===== src/rtl/core/neuron_mac_activation_assert.svh =====
// ----------------------------------------------------------------------------
// Neuron MAC assertion macros
// Short forms for the concurrent checks of the neuron datapath.
// ----------------------------------------------------------------------------
`ifndef NEURON_MAC_ACTIVATION_ASSERT_SVH
`define NEURON_MAC_ACTIVATION_ASSERT_SVH

// Same-cycle implication, disabled while reset is applied.
`define NMA_ASSERT_IMPL(label, clk, rst_n, ante, cons, msg) \
	label: assert property (@(posedge clk) disable iff (!rst_n) (ante) |-> (cons)) \
		else $error(msg);

// Next-cycle implication, disabled while reset is applied.
`define NMA_ASSERT_NEXT(label, clk, rst_n, ante, cons, msg) \
	label: assert property (@(posedge clk) disable iff (!rst_n) (ante) |=> (cons)) \
		else $error(msg);

`endif


===== src/rtl/core/nma_pkg.sv =====
// ----------------------------------------------------------------------------
// Neuron MAC package
// Shared widths, fixed-point constants, codes, states and the exp2 table.
// ----------------------------------------------------------------------------
`default_nettype none

package nma_pkg;

	// Data format: signed Q4.12 on all 16-bit fields.
	localparam int DATA_W    = 16;
	localparam int FRAC_BITS = 12;
	localparam int ONE       = 1 << FRAC_BITS;
	localparam int HALF      = 1 << (FRAC_BITS - 1);
	localparam int DATA_MAX  = 32767;
	localparam int DATA_MIN  = -32768;

	// Accumulator default width.
	localparam int ACC_WIDTH_DEF = 40;

	// Shared multiplier operand and product widths.
	localparam int MUL_W  = 18;
	localparam int PROD_W = 2 * MUL_W;

	// Exp approximation: log2(e) in Q16, mantissa and scaled result widths.
	localparam int LOG2E_Q16 = 94548;
	localparam int EXP_M_W   = 18;
	localparam int EXP_W     = 25;

	// Leaky slope numerator over 2^FRAC_BITS and the matching derivative.
	localparam int LEAKY_NUM   = 41;
	localparam int LEAKY_DERIV = (ONE * LEAKY_NUM + HALF) >> FRAC_BITS;

	// Divider operand widths for sigmoid and tanh.
	localparam int DIV_NUM_W = 25;
	localparam int DIV_DEN_W = 14;

	// Configuration port.
	localparam int CFG_IDX_W  = 2;
	localparam int CFG_DATA_W = 16;
	localparam logic [CFG_IDX_W-1:0] REG_MODE = 2'd0;
	localparam logic [CFG_IDX_W-1:0] REG_BIAS = 2'd1;

	// Activation mode codes; any other code behaves as linear.
	localparam logic [2:0] MODE_SIGMOID = 3'd0;
	localparam logic [2:0] MODE_TANH    = 3'd1;
	localparam logic [2:0] MODE_RELU    = 3'd2;
	localparam logic [2:0] MODE_LEAKY   = 3'd3;
	localparam logic [2:0] MODE_LINEAR  = 3'd4;
	localparam logic [2:0] MODE_EXP     = 3'd5;

	// Sequencer states.
	typedef enum logic [3:0] {
		ST_IDLE,
		ST_MAC,
		ST_BIAS,
		ST_SEL,
		ST_EXPL,
		ST_EXPS,
		ST_EPOST,
		ST_DIVW,
		ST_DERM,
		ST_DER,
		ST_LEAKR,
		ST_OUT
	} nma_state_t;

	// 2^(k/16) in Q16 for k = 0..16.
	function automatic logic [EXP_M_W-1:0] exp2_q16(input logic [4:0] idx);
		logic [EXP_M_W-1:0] val;
		case (idx)
			5'd0:    val = 18'd65536;
			5'd1:    val = 18'd68438;
			5'd2:    val = 18'd71468;
			5'd3:    val = 18'd74632;
			5'd4:    val = 18'd77936;
			5'd5:    val = 18'd81386;
			5'd6:    val = 18'd84990;
			5'd7:    val = 18'd88752;
			5'd8:    val = 18'd92682;
			5'd9:    val = 18'd96785;
			5'd10:   val = 18'd101070;
			5'd11:   val = 18'd105545;
			5'd12:   val = 18'd110218;
			5'd13:   val = 18'd115098;
			5'd14:   val = 18'd120194;
			5'd15:   val = 18'd125515;
			default: val = 18'd131072;
		endcase
		return val;
	endfunction

endpackage

`default_nettype wire


===== src/rtl/core/nma_in_if.sv =====
// ----------------------------------------------------------------------------
// Neuron MAC element channel
// Valid/ready channel carrying one input and weight pair per beat.
// ----------------------------------------------------------------------------
`default_nettype none

interface nma_in_if;
	import nma_pkg::*;

	logic                     valid;
	logic                     ready;
	logic signed [DATA_W-1:0] input_value;
	logic signed [DATA_W-1:0] weight_value;
	logic                     last_element;

	modport source (
		output valid, input_value, weight_value, last_element,
		input  ready
	);

	modport sink (
		input  valid, input_value, weight_value, last_element,
		output ready
	);
endinterface

`default_nettype wire


===== src/rtl/core/nma_out_if.sv =====
// ----------------------------------------------------------------------------
// Neuron MAC result channel
// Valid/ready channel carrying one activated result per beat.
// ----------------------------------------------------------------------------
`default_nettype none

interface nma_out_if;
	import nma_pkg::*;

	logic                     valid;
	logic                     ready;
	logic signed [DATA_W-1:0] activation_out;
	logic signed [DATA_W-1:0] derivative_out;
	logic                     saturated;

	modport source (
		output valid, activation_out, derivative_out, saturated,
		input  ready
	);

	modport sink (
		input  valid, activation_out, derivative_out, saturated,
		output ready
	);
endinterface

`default_nettype wire


===== src/rtl/core/nma_mul.sv =====
// ----------------------------------------------------------------------------
// Neuron MAC shared multiplier
// Signed 18 x 18 multiplier with a registered product.
// ----------------------------------------------------------------------------
`default_nettype none

module nma_mul (
	input  logic                              clk,
	input  logic signed [nma_pkg::MUL_W-1:0]  op_a,
	input  logic signed [nma_pkg::MUL_W-1:0]  op_b,
	output logic signed [nma_pkg::PROD_W-1:0] prod
);
	import nma_pkg::*;

	// The product is registered: it lands in the cycle after the operands are presented.
	always_ff @(posedge clk) begin
		prod <= op_a * op_b;
	end
endmodule

`default_nettype wire


===== src/rtl/core/nma_div.sv =====
// ----------------------------------------------------------------------------
// Neuron MAC divider
// Unsigned restoring divider, one quotient bit per cycle.
// ----------------------------------------------------------------------------
`default_nettype none

module nma_div #(
	parameter int NUM_W = nma_pkg::DIV_NUM_W,
	parameter int DEN_W = nma_pkg::DIV_DEN_W
) (
	input  logic             clk,
	input  logic             arst_n,
	input  logic             start,
	input  logic [NUM_W-1:0] num,
	input  logic [DEN_W-1:0] den,
	output logic             busy,
	output logic [NUM_W-1:0] quo
);
	import nma_pkg::*;

	localparam int CNT_W = $clog2(NUM_W);

	logic             busy_q;
	logic [CNT_W-1:0] cnt_q;
	logic [DEN_W-1:0] rem_q;
	logic [DEN_W-1:0] den_q;
	logic [NUM_W-1:0] quo_q;
	logic [DEN_W:0]   trial;
	logic [DEN_W:0]   trial_sub;
	logic             fits;

	// Shift the next dividend bit into the remainder and try a subtract.
	always_comb begin
		trial     = {rem_q, quo_q[NUM_W-1]};
		trial_sub = trial - {1'b0, den_q};
		fits      = (trial >= {1'b0, den_q});
	end

	// Control: busy from the start edge until the last quotient bit.
	always_ff @(posedge clk or negedge arst_n) begin
		if (!arst_n) begin
			busy_q <= 1'b0;
			cnt_q  <= '0;
		end else if (start) begin
			busy_q <= 1'b1;
			cnt_q  <= '0;
		end else if (busy_q) begin
			cnt_q <= cnt_q + CNT_W'(1);
			if (cnt_q == CNT_W'(NUM_W - 1)) begin
				busy_q <= 1'b0;
			end
		end
	end

	// Datapath: the dividend shifts out as the quotient shifts in.
	always_ff @(posedge clk) begin
		if (start) begin
			rem_q <= '0;
			den_q <= den;
			quo_q <= num;
		end else if (busy_q) begin
			rem_q <= fits ? trial_sub[DEN_W-1:0] : trial[DEN_W-1:0];
			quo_q <= {quo_q[NUM_W-2:0], fits};
		end
	end

	assign busy = busy_q;
	assign quo  = quo_q;
endmodule

`default_nettype wire


===== src/rtl/core/neuron_mac_activation.sv =====
// ----------------------------------------------------------------------------
// Neuron multiply-accumulate with activation
// Accumulates input x weight products, then adds the bias and applies the
// selected activation, giving the output, its derivative and a clip flag.
// ----------------------------------------------------------------------------
//
//  Channel  | Dir | Beat contents
//  ---------+-----+------------------------------------------------------
//  elem     | in  | input_value, weight_value, last_element (Q4.12)
//  result   | out | activation_out, derivative_out, saturated (Q4.12)
//  cfg_*    | in  | write of activation_mode (index 0) or bias_value (1)
//
//  Beats that do not close the vector can follow each other every cycle
//  through the shared multiplier. A closing beat runs the sequencer: bias,
//  select, then result for relu, linear and a positive leaky sum; a leaky
//  sum at or below zero adds a rescale; exp adds lookup, scale, post and
//  derivative steps; sigmoid and tanh also wait on the 25-step divider.
//  No new beat is taken from the closing beat until its result is taken.
//  Reset clears the accumulator, the configuration registers and the sequencer.
//
`default_nettype none

`include "neuron_mac_activation_assert.svh"

module neuron_mac_activation #(
	parameter int ACC_WIDTH = nma_pkg::ACC_WIDTH_DEF
) (
	input  logic                                 clk,
	input  logic                                 arst_n,
	nma_in_if.sink                               elem,
	nma_out_if.source                            result,
	input  logic                                 cfg_we,
	input  logic [nma_pkg::CFG_IDX_W-1:0]        cfg_index,
	input  logic [nma_pkg::CFG_DATA_W-1:0]       cfg_data
);
	import nma_pkg::*;

	localparam int AW    = ACC_WIDTH;
	localparam int BS_W  = AW + 2;
	localparam int RND_W = BS_W - FRAC_BITS;

	localparam logic signed [AW-1:0]    ACC_MAX = {1'b0, {(AW-1){1'b1}}};
	localparam logic signed [AW-1:0]    ACC_MIN = {1'b1, {(AW-1){1'b0}}};
	localparam logic signed [RND_W-1:0] RND_MAX = RND_W'(DATA_MAX);
	localparam logic signed [RND_W-1:0] RND_MIN = RND_W'(DATA_MIN);
	localparam logic signed [24:0]      DER_MAX = 25'(DATA_MAX);
	localparam logic signed [24:0]      DER_MIN = 25'(DATA_MIN);

	nma_state_t state_q, state_d;

	// Registers and working state.
	logic [2:0]               mode_q;
	logic signed [DATA_W-1:0] bias_q;
	logic signed [AW-1:0]     acc_q;
	logic                     last_q;
	logic signed [DATA_W-1:0] x_q;
	logic                     clip_q;
	logic signed [7:0]        n_q;
	logic [3:0]               i_q;
	logic [EXP_W-1:0]         e_q;
	logic signed [DATA_W-1:0] o_q;
	logic signed [DATA_W-1:0] d_q;

	// Shared units.
	logic signed [MUL_W-1:0]  mul_a, mul_b;
	logic signed [PROD_W-1:0] mul_p;
	logic                     div_start, div_busy;
	logic [DIV_NUM_W-1:0]     div_num, div_quo;
	logic [DIV_DEN_W-1:0]     div_den;

	logic elem_acc;

	// Working values.
	logic signed [31:0]          prod32;
	logic signed [AW:0]          mac_sum;
	logic signed [AW-1:0]        mac_sat;
	logic signed [BS_W-1:0]      bias_ext, bias_sum;
	logic signed [RND_W-1:0]     bias_rnd;
	logic signed [DATA_W-1:0]    x_nxt;
	logic                        x_of;
	logic [16:0]                 ax;
	logic signed [MUL_W-1:0]     exp_arg, x18, o18;
	logic [4:0]                  idx_lo, idx_hi;
	logic [EXP_M_W-1:0]          lerp_diff;
	logic [EXP_M_W-1:0]          mant;
	logic signed [7:0]           sh, neg_sh;
	logic [EXP_W-1:0]            e_nxt;
	logic [12:0]                 e13;
	logic [DATA_W-1:0]           q16;
	logic signed [PROD_W-1:0]    p_rnd;
	logic [23:0]                 p_hi;
	logic signed [24:0]          d_wide;
	logic signed [DATA_W-1:0]    d_nxt;

	nma_mul u_mul (
		.clk  (clk),
		.op_a (mul_a),
		.op_b (mul_b),
		.prod (mul_p)
	);

	nma_div #(
		.NUM_W (DIV_NUM_W),
		.DEN_W (DIV_DEN_W)
	) u_div (
		.clk    (clk),
		.arst_n (arst_n),
		.start  (div_start),
		.num    (div_num),
		.den    (div_den),
		.busy   (div_busy),
		.quo    (div_quo)
	);

	assign elem_acc = elem.valid && elem.ready;

	// Accumulate the product into the accumulator, saturating at its bounds.
	always_comb begin
		prod32  = mul_p[31:0];
		mac_sum = {acc_q[AW-1], acc_q} + {{(AW+1-32){prod32[31]}}, prod32};
		if (mac_sum[AW] != mac_sum[AW-1]) begin
			mac_sat = mac_sum[AW] ? ACC_MIN : ACC_MAX;
		end else begin
			mac_sat = mac_sum[AW-1:0];
		end
	end

	// Add the bias, round to the data format and clip to 16 bits.
	always_comb begin
		bias_ext = {{(BS_W-DATA_W-FRAC_BITS){bias_q[DATA_W-1]}}, bias_q,
			{FRAC_BITS{1'b0}}};
		bias_sum = {{2{acc_q[AW-1]}}, acc_q} + bias_ext + BS_W'(HALF);
		bias_rnd = bias_sum[BS_W-1:FRAC_BITS];
		x_of     = (bias_rnd > RND_MAX) || (bias_rnd < RND_MIN);
		if (bias_rnd > RND_MAX) begin
			x_nxt = 16'sh7fff;
		end else if (bias_rnd < RND_MIN) begin
			x_nxt = 16'sh8000;
		end else begin
			x_nxt = bias_rnd[DATA_W-1:0];
		end
	end

	// Exp argument: -|x| for sigmoid, -2|x| for tanh, x for exp.
	always_comb begin
		x18 = {{(MUL_W-DATA_W){x_q[DATA_W-1]}}, x_q};
		ax  = x_q[DATA_W-1] ? (17'd0 - {x_q[DATA_W-1], x_q}) : {x_q[DATA_W-1], x_q};
		case (mode_q)
			MODE_SIGMOID: exp_arg = 18'sd0 - $signed({1'b0, ax});
			MODE_TANH:    exp_arg = 18'sd0 - $signed({ax, 1'b0});
			default:      exp_arg = x18;
		endcase
	end

	// Exp table lookup, interpolation and scaling by the integer part.
	always_comb begin
		idx_lo    = {1'b0, mul_p[27:24]};
		idx_hi    = idx_lo + 5'd1;
		lerp_diff = exp2_q16(idx_hi) - exp2_q16(idx_lo);
		mant      = exp2_q16({1'b0, i_q}) + {5'd0, mul_p[24:12]};
		sh        = n_q - 8'sd4;
		neg_sh    = 8'sd0 - sh;
		if (sh[7]) begin
			e_nxt = {7'd0, mant} >> neg_sh[4:0];
		end else begin
			e_nxt = {7'd0, mant} << sh[2:0];
		end
	end

	// Divider operands and quotient handling for sigmoid and tanh.
	always_comb begin
		e13     = e_q[12:0];
		div_den = {1'b0, e13} + 14'(ONE);
		if (mode_q == MODE_TANH) begin
			div_num = {13'(ONE) - e13, 12'd0} + {12'd0, div_den[13:1]};
		end else begin
			div_num = {e13, 12'd0} + {12'd0, div_den[13:1]};
		end
		q16 = {3'd0, div_quo[12:0]};
	end

	// Round the registered product and form the derivative.
	always_comb begin
		o18   = {{(MUL_W-DATA_W){o_q[DATA_W-1]}}, o_q};
		p_rnd = mul_p + PROD_W'(HALF);
		p_hi  = p_rnd[PROD_W-1:FRAC_BITS];
		if (mode_q == MODE_TANH) begin
			d_wide = 25'(ONE) - $signed({p_hi[23], p_hi});
		end else begin
			d_wide = {p_hi[23], p_hi};
		end
		if (d_wide > DER_MAX) begin
			d_nxt = 16'sh7fff;
		end else if (d_wide < DER_MIN) begin
			d_nxt = 16'sh8000;
		end else begin
			d_nxt = d_wide[DATA_W-1:0];
		end
	end

	// Sequencer state register.
	always_ff @(posedge clk or negedge arst_n) begin
		if (!arst_n) begin
			state_q <= ST_IDLE;
		end else begin
			state_q <= state_d;
		end
	end

	// Next state, handshakes and multiplier operand selection.
	always_comb begin
		state_d      = state_q;
		elem.ready   = 1'b0;
		result.valid = 1'b0;
		div_start    = 1'b0;
		mul_a        = {{(MUL_W-DATA_W){elem.input_value[DATA_W-1]}}, elem.input_value};
		mul_b        = {{(MUL_W-DATA_W){elem.weight_value[DATA_W-1]}}, elem.weight_value};
		case (state_q)
			ST_IDLE: begin
				elem.ready = 1'b1;
				if (elem.valid) begin
					state_d = ST_MAC;
				end
			end
			ST_MAC: begin
				elem.ready = !last_q;
				if (last_q) begin
					state_d = ST_BIAS;
				end else if (elem.valid) begin
					state_d = ST_MAC;
				end else begin
					state_d = ST_IDLE;
				end
			end
			ST_BIAS: begin
				state_d = ST_SEL;
			end
			ST_SEL: begin
				case (mode_q)
					MODE_SIGMOID, MODE_TANH, MODE_EXP: begin
						mul_a   = exp_arg;
						mul_b   = 18'(LOG2E_Q16);
						state_d = ST_EXPL;
					end
					MODE_LEAKY: begin
						mul_a   = x18;
						mul_b   = 18'(LEAKY_NUM);
						state_d = (x_q > 16'sd0) ? ST_OUT : ST_LEAKR;
					end
					default: begin
						state_d = ST_OUT;
					end
				endcase
			end
			ST_EXPL: begin
				mul_a   = lerp_diff;
				mul_b   = {6'd0, mul_p[23:12]};
				state_d = ST_EXPS;
			end
			ST_EXPS: begin
				state_d = ST_EPOST;
			end
			ST_EPOST: begin
				if (mode_q == MODE_EXP) begin
					state_d = ST_DERM;
				end else begin
					div_start = 1'b1;
					state_d   = ST_DIVW;
				end
			end
			ST_DIVW: begin
				if (!div_busy) begin
					state_d = ST_DERM;
				end
			end
			ST_DERM: begin
				mul_a   = o18;
				mul_b   = (mode_q == MODE_TANH) ? o18 : (18'(ONE) - o18);
				state_d = ST_DER;
			end
			ST_DER: begin
				state_d = ST_OUT;
			end
			ST_LEAKR: begin
				state_d = ST_OUT;
			end
			ST_OUT: begin
				result.valid = 1'b1;
				if (result.ready) begin
					state_d = ST_IDLE;
				end
			end
			default: begin
				state_d = ST_IDLE;
			end
		endcase
	end

	// Configuration registers, accumulator and element tracking.
	always_ff @(posedge clk or negedge arst_n) begin
		if (!arst_n) begin
			mode_q <= MODE_SIGMOID;
			bias_q <= '0;
			acc_q  <= '0;
			last_q <= 1'b0;
		end else begin
			if (cfg_we && (cfg_index == REG_MODE)) begin
				mode_q <= cfg_data[2:0];
			end
			if (cfg_we && (cfg_index == REG_BIAS)) begin
				bias_q <= cfg_data;
			end
			if (elem_acc) begin
				last_q <= elem.last_element;
			end
			if (state_q == ST_MAC) begin
				acc_q <= mac_sat;
			end else if (state_q == ST_BIAS) begin
				acc_q <= '0;
			end
		end
	end

	// Activation datapath registers.
	always_ff @(posedge clk) begin
		case (state_q)
			ST_BIAS: begin
				x_q    <= x_nxt;
				clip_q <= x_of;
			end
			ST_SEL: begin
				case (mode_q)
					MODE_RELU: begin
						o_q <= (x_q > 16'sd0) ? x_q : '0;
						d_q <= (x_q > 16'sd0) ? 16'(ONE) : '0;
					end
					MODE_LEAKY: begin
						o_q <= x_q;
						d_q <= 16'(ONE);
					end
					default: begin
						o_q <= x_q;
						d_q <= 16'(ONE);
					end
				endcase
			end
			ST_EXPL: begin
				n_q <= mul_p[35:28];
				i_q <= mul_p[27:24];
			end
			ST_EXPS: begin
				e_q <= e_nxt;
			end
			ST_EPOST: begin
				if (mode_q == MODE_EXP) begin
					if (e_q > EXP_W'(DATA_MAX)) begin
						o_q    <= 16'sh7fff;
						clip_q <= 1'b1;
					end else begin
						o_q <= e_q[DATA_W-1:0];
					end
				end
			end
			ST_DIVW: begin
				if (!div_busy) begin
					if (mode_q == MODE_TANH) begin
						o_q <= x_q[DATA_W-1] ? (16'd0 - q16) : q16;
					end else begin
						o_q <= x_q[DATA_W-1] ? q16 : (16'(ONE) - q16);
					end
				end
			end
			ST_DER: begin
				d_q <= d_nxt;
			end
			ST_LEAKR: begin
				o_q <= p_rnd[FRAC_BITS+DATA_W-1:FRAC_BITS];
				d_q <= 16'(LEAKY_DERIV);
			end
			default: begin
			end
		endcase
	end

	assign result.activation_out = o_q;
	assign result.derivative_out = d_q;
	assign result.saturated      = clip_q;

	// The sequencer never takes an element while a result is waiting.
	`NMA_ASSERT_IMPL(a_no_elem_at_result, clk, arst_n, result.valid, !elem.ready, "elem ready")

	// The accumulator is cleared by the time a result is offered.
	`NMA_ASSERT_IMPL(a_acc_cleared, clk, arst_n, state_q == ST_OUT, acc_q == '0, "acc not clear")

	// The divider only runs while the sequencer waits on it.
	`NMA_ASSERT_IMPL(a_div_owned, clk, arst_n, div_busy, state_q == ST_DIVW, "div busy")

	// Every accepted element is accumulated in the next cycle.
	`NMA_ASSERT_NEXT(a_elem_to_mac, clk, arst_n, elem_acc, state_q == ST_MAC, "beat not accumulated")
endmodule

`default_nettype wire

===== src/flat_wrapper.sv =====
// flat-port wrapper written by rule: the top's interface ports become plain ports
module neuron_mac_activation_flat import nma_pkg::*;
#(
	parameter int ACC_WIDTH = nma_pkg::ACC_WIDTH_DEF
)
  (clk, arst_n, cfg_we, cfg_index, cfg_data, elem_valid, elem_input_value, elem_weight_value, elem_last_element, elem_ready, result_valid, result_activation_out, result_derivative_out, result_saturated, result_ready);
  nma_in_if elem_i ();
  nma_out_if result_i ();
  input  logic clk;
  input  logic arst_n;
  input  logic cfg_we;
  input  logic [nma_pkg::CFG_IDX_W-1:0] cfg_index;
  input  logic [nma_pkg::CFG_DATA_W-1:0] cfg_data;
  input wire logic [$bits(elem_i.valid)-1:0] elem_valid;
  input wire logic [$bits(elem_i.input_value)-1:0] elem_input_value;
  input wire logic [$bits(elem_i.weight_value)-1:0] elem_weight_value;
  input wire logic [$bits(elem_i.last_element)-1:0] elem_last_element;
  output wire logic [$bits(elem_i.ready)-1:0] elem_ready;
  output wire logic [$bits(result_i.valid)-1:0] result_valid;
  output wire logic [$bits(result_i.activation_out)-1:0] result_activation_out;
  output wire logic [$bits(result_i.derivative_out)-1:0] result_derivative_out;
  output wire logic [$bits(result_i.saturated)-1:0] result_saturated;
  input wire logic [$bits(result_i.ready)-1:0] result_ready;
  assign elem_i.valid = elem_valid;
  assign elem_i.input_value = elem_input_value;
  assign elem_i.weight_value = elem_weight_value;
  assign elem_i.last_element = elem_last_element;
  assign elem_ready = elem_i.ready;
  assign result_valid = result_i.valid;
  assign result_activation_out = result_i.activation_out;
  assign result_derivative_out = result_i.derivative_out;
  assign result_saturated = result_i.saturated;
  assign result_i.ready = result_ready;
  neuron_mac_activation #(.ACC_WIDTH(ACC_WIDTH)) u_core (.clk(clk), .arst_n(arst_n), .elem(elem_i), .result(result_i), .cfg_we(cfg_we), .cfg_index(cfg_index), .cfg_data(cfg_data));
endmodule

===== config.mk =====
export PLATFORM = sky130hd
export DESIGN_NAME = neuron_mac_activation_flat
export DESIGN_NICKNAME = d
export VERILOG_FILES = /design/src/rtl/core/nma_pkg.sv /design/src/rtl/core/nma_in_if.sv /design/src/rtl/core/nma_out_if.sv /design/src/rtl/core/nma_mul.sv /design/src/rtl/core/nma_div.sv /design/src/rtl/core/neuron_mac_activation.sv /design/src/flat_wrapper.sv
export VERILOG_INCLUDE_DIRS = /design/src /design/src/rtl/core
export SDC_FILE = /design/constraint.sdc
export NUM_CORES = 2
export LEC_CHECK = 0
export BUFFER_PORTS_ARGS = -buffer_cell sky130_fd_sc_hd__buf_4
export CAP_MARGIN = 5
export CORE_MARGIN = 3
export CORE_UTILIZATION = 45
export CTS_BUF_LIST = sky130_fd_sc_hd__clkbuf_8
export CTS_CLUSTER_DIAMETER = 60
export DETAILED_ROUTE_END_ITERATION = 12
export SLEW_MARGIN = 40
export SYNTH_ARGS = -nofsm -noshare
export SYNTH_HDL_FRONTEND = slang
export SYNTH_HIERARCHICAL = 1
export SYNTH_SLANG_ARGS = --single-unit

===== constraint.sdc =====
create_clock -name clk -period 17.95 [get_ports clk]
set_clock_uncertainty 0.2 [all_clocks]
set_input_delay 0.8975 -clock clk [delete_from_list [all_inputs] [get_ports clk]]
set_output_delay 0.8975 -clock clk [all_outputs]
set_load 0.02 [all_outputs]

* Yosys cells after proc, flatten, opt, wreduce, memory -nomap -nowiden
Memories as Yosys holds them, arrays and structs flattened. A register that Yosys moved wholly into a read port is not among the register bits.
Cells that the tools add are included.
** Storage, ports and cells
- Register bits :: 245
- Memory bits (read-only) :: 768
- Output and inout bits :: 35
- Logic and storage cells :: 149
- Memories kept :: 3
** Memory list
- (name not given) :: depth 16, bits a word 16, read ports 1, clocked after memory_dff 0, write ports 0, RTL line nma_pkg.sv:70 : case (idx)
- (name not given) :: depth 16, bits a word 16, read ports 1, clocked after memory_dff 1, write ports 0, RTL line nma_pkg.sv:70
- (name not given) :: depth 16, bits a word 16, read ports 1, clocked after memory_dff 1, write ports 0, RTL line nma_pkg.sv:70
** Operators by class
- Add/subtract/negate cells :: 22
- $mul :: 1
- $lt $le $gt $ge :: 7
- Equality and inequality tests :: 23
- Shift-type cells :: 2
- Multiplexer cells :: 55
- Reduce and logical (&&, ||, !) cells :: 18
** Operator list (count)
- two-way mux 16 bit :: 12
- two-way mux 40 bit :: 4
- two-way mux 25 bit :: 5
- case mux 18 bit (2 select lines) :: 3
- case mux 18 bit (3 select lines) :: 2
- case mux 16 bit (4 select lines) :: 1
- adder 25 x 13 -> 25 bit :: 2
- case mux 16 bit (3 select lines) :: 1
- case mux 4 bit (11 select lines) :: 1
- adder 42 x 12 -> 42 bit (second input constant) :: 1
- adder 40 x 28 -> 41 bit :: 1
- adder 40 x 32 -> 41 bit :: 1
- adder 36 x 13 -> 36 bit (second input constant) :: 1
- multiplier 18 x 18 -> 36 bit :: 1
- two-way mux 18 bit :: 2
- greater-than comparator 30 x 16 -> 1 bit (second input constant) :: 1
- < comparator 30 x 16 -> 1 bit (second input constant) :: 1
- greater-than comparator 25 x 15 -> 1 bit (second input constant) :: 1
- greater-than comparator 25 x 16 -> 1 bit (second input constant) :: 1
- < comparator 25 x 16 -> 1 bit (second input constant) :: 1
- left shift 18 x 3 -> 25 bit :: 1
- >> shifter 18 x 5 -> 25 bit :: 1
- subtractor 14 x 24 -> 25 bit (first input constant) :: 1
- two-way mux 4 bit :: 6
- 48 further kinds :: 76

* Logic depth before layout (Yosys ltp)
- Depth after elaboration :: 7
- Mapped depth :: 46
- Mapped depth without buffers :: 43

* Hierarchy
Netlist, hierarchy kept.
** Modules (own cells, without submodules)
- neuron_mac_activation :: times used 1, cells an instance 2347, area each 18776.8 µm²
- nma_mul :: times used 1, cells an instance 1396, area each 12957.4 µm²
- nma_div :: times used 1, cells an instance 275, area each 3231.8 µm²

* Worst setup path after synthesis
Ideal clock, no wire load.
- Path kind :: reg2reg
- Start :: register u_core/u_mul/prod[25] (netlist name)
- End :: register u_core/u_mul/prod[35] (netlist name)
- Arrival :: 10.096 ns
- Required time :: 17.662 ns
- Setup slack :: 7.566 ns
- Cell stages (with the launch flop) :: 43
- Cells stage by stage :: dfxtp_1 > buf_2 > clkbuf_1 > inv_1 > ha_1 > clkbuf_1 > clkbuf_1 > nor2_1 > o21ai_0 > o21ai_0 > ha_1 > a21boi_0 > o21ai_0 > a21boi_0 > o2111ai_1 > a31o_2 > o21ai_0 > a21oi_1 > (+7 left out) > fa_1 > inv_1 > ha_1 > inv_1 > fa_1 > inv_1 > fa_1 > inv_1 > fa_1 > inv_1 > ha_1 > nand3_1 > o31a_1 > nand2_1 > a21oi_2 > or3_1 > and3_1 > a311oi_2
** On the way
- Word-level cells in the longest chain between the ends :: 6
** RTL lines
- start, declared :: RTL line nma_mul.sv:11 : output logic signed [nma_pkg::PROD_W-1:0] prod
- start signal, assigned :: RTL line nma_mul.sv:17 : prod <= op_a * op_b;
- adder 4 x 1 -> 5 bit * :: RTL line neuron_mac_activation.sv:158 : idx_hi = idx_lo + 5'd1;
- memory (16 x 16 bit)
- two-way mux 18 bit * :: RTL line nma_pkg.sv:70
- subtractor 18 bit * :: RTL line neuron_mac_activation.sv:159 : lerp_diff = exp2_q16(idx_hi) - exp2_q16(idx_lo);
- case mux 18 bit (3 select lines) * :: RTL line neuron_mac_activation.sv:218 : case (state_q)
- via u_core.mul_a[17] :: RTL line neuron_mac_activation.sv:65 : logic signed [MUL_W-1:0] mul_a, mul_b;
- multiplier 18 x 18 -> 36 bit * :: RTL line nma_mul.sv:17
Mark *: on every way through the listed nets, which the timed path passes. The rest lies on a longest branch.
A chain may end at the register's enable or synchronous reset.

* Worst setup path in the final report
Same ends and word-level chain as after synthesis.

==> run summary <==
After detailed placement, the total cell area comes to 36800 µm². The worst slew margin relative to its limit is 0.402. The total negative slack is 0 ns. After synthesis, the cell types taking the most area are sky130_fd_sc_hd__fa_1 19%, sky130_fd_sc_hd__edfxtp_1 11%, sky130_fd_sc_hd__ha_1 8.4%, sky130_fd_sc_hd__inv_1 5.4%, sky130_fd_sc_hd__dfrtp_1 5.0%. The number of buffers added by the clock tree synthesis step came out at 47. The final-report max-slew violation count is 0. The initial utilization of the core area, before any placement, comes to 0.457. In this run the critical register-to-register path is launched from u_core/u_mul/prod[25]. The count of standard-cell rows is 101. The final period utilization came out at 0.646. In this run the tool buffered the top-level ports with 90 buffer cells. The post-route cell area is 37900 µm².

The die is 285 µm wide. The first-pass GRT wire length is 171 mm. The filler cells instantiated in the layout total 7319. The number of flops mapped to enable cells by yosys is 125. The fraction of layout instances using a drive strength above 1 is 0.0989.

For the pin with the worst max-slew slack, the measured transition is 0.893 ns. The routed wire length per instance is 21.5 µm. The final critical-path required period is 11.60 ns. The maximum number of pins on one net before global-route repair is 71. The die boundary height is 285 µm. The clock passes through at most 3 buffers. The number of antenna violations at the first check in global routing is 2. The first detailed-routing pass took 8 iterations. The cell area after technology mapping came out at 35000 µm². The count of boundary I/O pins came out at 91.

The number of nets in the layout is 4675. Of the post-synthesis cell area, the dominant cell type holds 0.191. Setup repair after global routing left no endpoint under its margin. Data arrives at the worst endpoint at 11.94 ns. The CTS clock-pin slew for the worst setup and hold paths came out at 0.07 ns. Counting stages on the worst path, the most repeated cell is sky130_fd_sc_hd__inv_1.

The endpoint identified for the worst register-to-register timing path is u_core/u_mul/prod[35]. Max-cap violations in this run came to 0. The detail-routed via count per cell came out at 5.80. In this run the worst path has a maximum fanout of 24.

The nature of the critical path endpoint is a flop. The area growth from synthesis to layout is 8.48%. The cell sitting at the root of the clock tree is a sky130_fd_sc_hd__clkbuf_8.

The library cell contributing the largest single delay on the critical path is sky130_fd_sc_hd__fa_1. The worst stage delay on the critical path came out at 0.75 ns. In the routed design, unresolved DRC markers number 0. The floorplan step defined a core boundary enclosing 76500 µm². Counting distinct cell types in the post-synthesis netlist gives 118. The number of buffers inserted by hold repair at cts came out at 0. The highest clock frequency the design can meet came out at 86.2 MHz. The share of flip-flops with an asynchronous set or reset is 0.268.

The number of setup buffers added after CTS came out at 0. The path with the worst hold slack has its endpoint at u_core/u_div/rem_q[4]. The register-to-register path setup slack is 6.35 ns. TritonCTS built the clock tree.

The path class of the lowest-slack min-delay path is reg2reg. The total of flip-flops plus latches after synthesis came out at 261. For the worst-skew pair, the clock arrives at the later sink with an insertion delay of 0.65 ns.

The sequential-to-total area share from yosys stat is 0.195. Summed over all layers, the global routing overflow is 0. Synthesis produced 4018 cells. The floorplan step defined a die boundary enclosing 81100 µm².

The final count of hold timing violations came out at 0. The run finished with clean final reports. The H-tree depth reported by CTS came out at 2. The global routing usage summed across all routing layers is 0.269. The worst hold path begins at u_core/u_div/rem_q[4]. In this run, the number of DRC markers left after iteration 0 of detailed routing was 2883. The remaining number of nets flagged by the antenna check after routing came out at 0. The number of nets in the synthesized netlist is 4644.

The number of cells on the worst reg-to-reg path came out at 39. The number of global-route vias before repair came out at 28700. Summed over all layers, the routed wires come to 110 mm. In the synthesized netlist the dominant register cell turns out to be sky130_fd_sc_hd__edfxtp_1.

Tracing the worst setup path back leads to its startpoint at u_core/u_mul/prod[25]. Setup violations remaining at the end of the flow were counted as 0. By startpoint and endpoint, the worst setup path is classified as reg2reg. The number of warning messages in the yosys log came out at 6.

The worst hold path cell count is 2. The count of cells resized by post-cts repair came out at 0. The mean instance size in the synthesized netlist came out at 8.70 µm².

The total clock sinks came out at 261. STA classifies the critical path startpoint as a flop. Summed over all nets, the half-perimeter wirelength after detailed placement is 84.8 mm. The vias after detailed routing is 29700. For the worst setup path, the data required time is 18.29 ns. The final estimated routing congestion in global placement came out at 0.956. The largest area contributor in the netlist is sky130_fd_sc_hd__fa_1.
[through the flow]
stage / worst slack, ns / util / hold slack (ns) / std cells
4_1_cts: 6.07 / 0.495 / 0.120 / 5114
2_1_floorplan: 7.57 / - / 0.229 / 4018
5_1_grt: 5.39 / 0.496 / 0.271 / 5117
6_report: 6.35 / 0.496 / 0.274 / 5118
3_3_place_gp: 6.13 / 0.481 / 0.260 / 5027
3_5_place_dp: 6.10 / 0.481 / 0.272 / 5028
[how the worst max path moves through the flow]
stage | depth (start not counted) | slack, ns | endpoint
2_1_floorplan | 42 | 7.57 | u_core/u_mul/prod[35]
3_3_place_gp | 41 | 6.13 | u_core/u_mul/prod[35]
3_5_place_dp | 41 | 6.10 | u_core/u_mul/prod[35]
4_1_cts | 41 | 6.07 | u_core/u_mul/prod[35]
5_1_grt | 40 | 5.39 | u_core/u_mul/prod[35]
6_report | 39 | 6.35 | u_core/u_mul/prod[35]
[sequential cells by signal (all words and copies together), names as in the netlist, 3 cells and up, named ones only]
signal                        count
u_core/i_q                        4
u_core/state_q                    4
u_core/u_div/rem_q               14
u_core/bias_q                    16
u_core/result.derivative_out     16
u_core/acc_q                     40
u_core/u_mul/prod                36
u_core/n_q                        8
u_core/mode_q                     3
u_core/u_div/quo                 25
u_core/result.activation_out     16
u_core/u_div/cnt_q                5
u_core/u_div/den_q               14
u_core/x_q                       16
u_core/e_q                       25
[cells in the final DEF, fill, tap and decap left out, types with 13 or more instances in the layout]
cell	netlist	final
sky130_fd_sc_hd__a211oi_1	37	37
sky130_fd_sc_hd__a21boi_0	14	14
sky130_fd_sc_hd__a21o_1	58	57
sky130_fd_sc_hd__a21oi_1	225	224
sky130_fd_sc_hd__a221o_1	42	41
sky130_fd_sc_hd__a221oi_1	23	23
sky130_fd_sc_hd__a22oi_1	18	18
sky130_fd_sc_hd__a31oi_1	26	26
sky130_fd_sc_hd__and2_1	172	172
sky130_fd_sc_hd__and3_1	22	22
sky130_fd_sc_hd__buf_4	4	151
sky130_fd_sc_hd__clkbuf_8	0	50
sky130_fd_sc_hd__dfrtp_1	70	69
sky130_fd_sc_hd__dfxtp_1	66	61
sky130_fd_sc_hd__edfxtp_1	125	125
sky130_fd_sc_hd__fa_1	334	334
sky130_fd_sc_hd__ha_1	236	236
sky130_fd_sc_hd__inv_1	501	507
sky130_fd_sc_hd__mux2_2	47	47
sky130_fd_sc_hd__mux2i_1	39	37
sky130_fd_sc_hd__nand2_1	396	396
sky130_fd_sc_hd__nand2b_1	29	28
sky130_fd_sc_hd__nand3_1	86	86
sky130_fd_sc_hd__nand4_1	26	26
sky130_fd_sc_hd__nor2_1	270	265
sky130_fd_sc_hd__nor2b_1	40	40
sky130_fd_sc_hd__nor3_1	78	76
sky130_fd_sc_hd__nor4_1	22	22
sky130_fd_sc_hd__o211ai_1	36	36
sky130_fd_sc_hd__o21a_1	25	25
sky130_fd_sc_hd__o21ai_0	177	158
sky130_fd_sc_hd__o21ai_1	16	32
sky130_fd_sc_hd__o21ai_2	12	14
sky130_fd_sc_hd__o21bai_1	18	18
sky130_fd_sc_hd__o221ai_1	13	13
sky130_fd_sc_hd__o22ai_1	14	14
sky130_fd_sc_hd__o31ai_1	21	21
sky130_fd_sc_hd__or3_1	23	23
sky130_fd_sc_hd__xnor2_1	172	170
sky130_fd_sc_hd__xor2_1	95	94
[cells in the mapped netlist, drive strengths merged, types with 95 or more instances]
cell	number
xor2	95
edfxtp	125
nand2	398
inv	504
fa	334
clkbuf	149
nor2	275
and2	172
o21ai	207
xnor2	175
a21oi	234
ha	236
[critical path: cells and delay by family (launching register included)]
kind	cells	cell delay [ns]
flops	1	0.32
simple gates	8	1.94
buf+inv	8	1.03
xor+xnor	1	0.48
compound gates	13	2.68
fa+ha+maj	9	4.82
[metal layers]
metal,part of all wire,vias to the layer above,wire length (µm),global-route usage
met1,0.45,14400,49200,0.389
met5,0,-,0,0
met4,0.031,0,3400,0.0775
met3,0.081,193,8960,0.0474
li1,-,13900,-,-
met2,0.44,1192,48500,0.413
[final cells by class]
class	instances	area (µm²)	share of cell area
inverter	504	1890	0.0499
clock inverter	36	374	0.00986
antenna	2	5.00	0.000132
multi-input combinational	3081	25700	0.677
timing repair buffer	154	1180	0.0312
tap	1030	1290	0.0340
clock buffer	50	688	0.0181
sequential	261	6840	0.180
[cells by family after synthesis]
group                    after synthesis  synth area share
AND/OR/NAND/NOR                     1242             0.176
AO/OA/AOI/OAI                        900             0.177
buffers and inverters                676            0.0736
adder cells (fa/ha/maj)              570             0.276
XOR/XNOR                             270            0.0686
flip-flops                           261             0.195
multiplexers                          99            0.0345
Power is not shown: default switching activity piles up to over one toggle a cycle in this logic, so the estimate is an artifact.
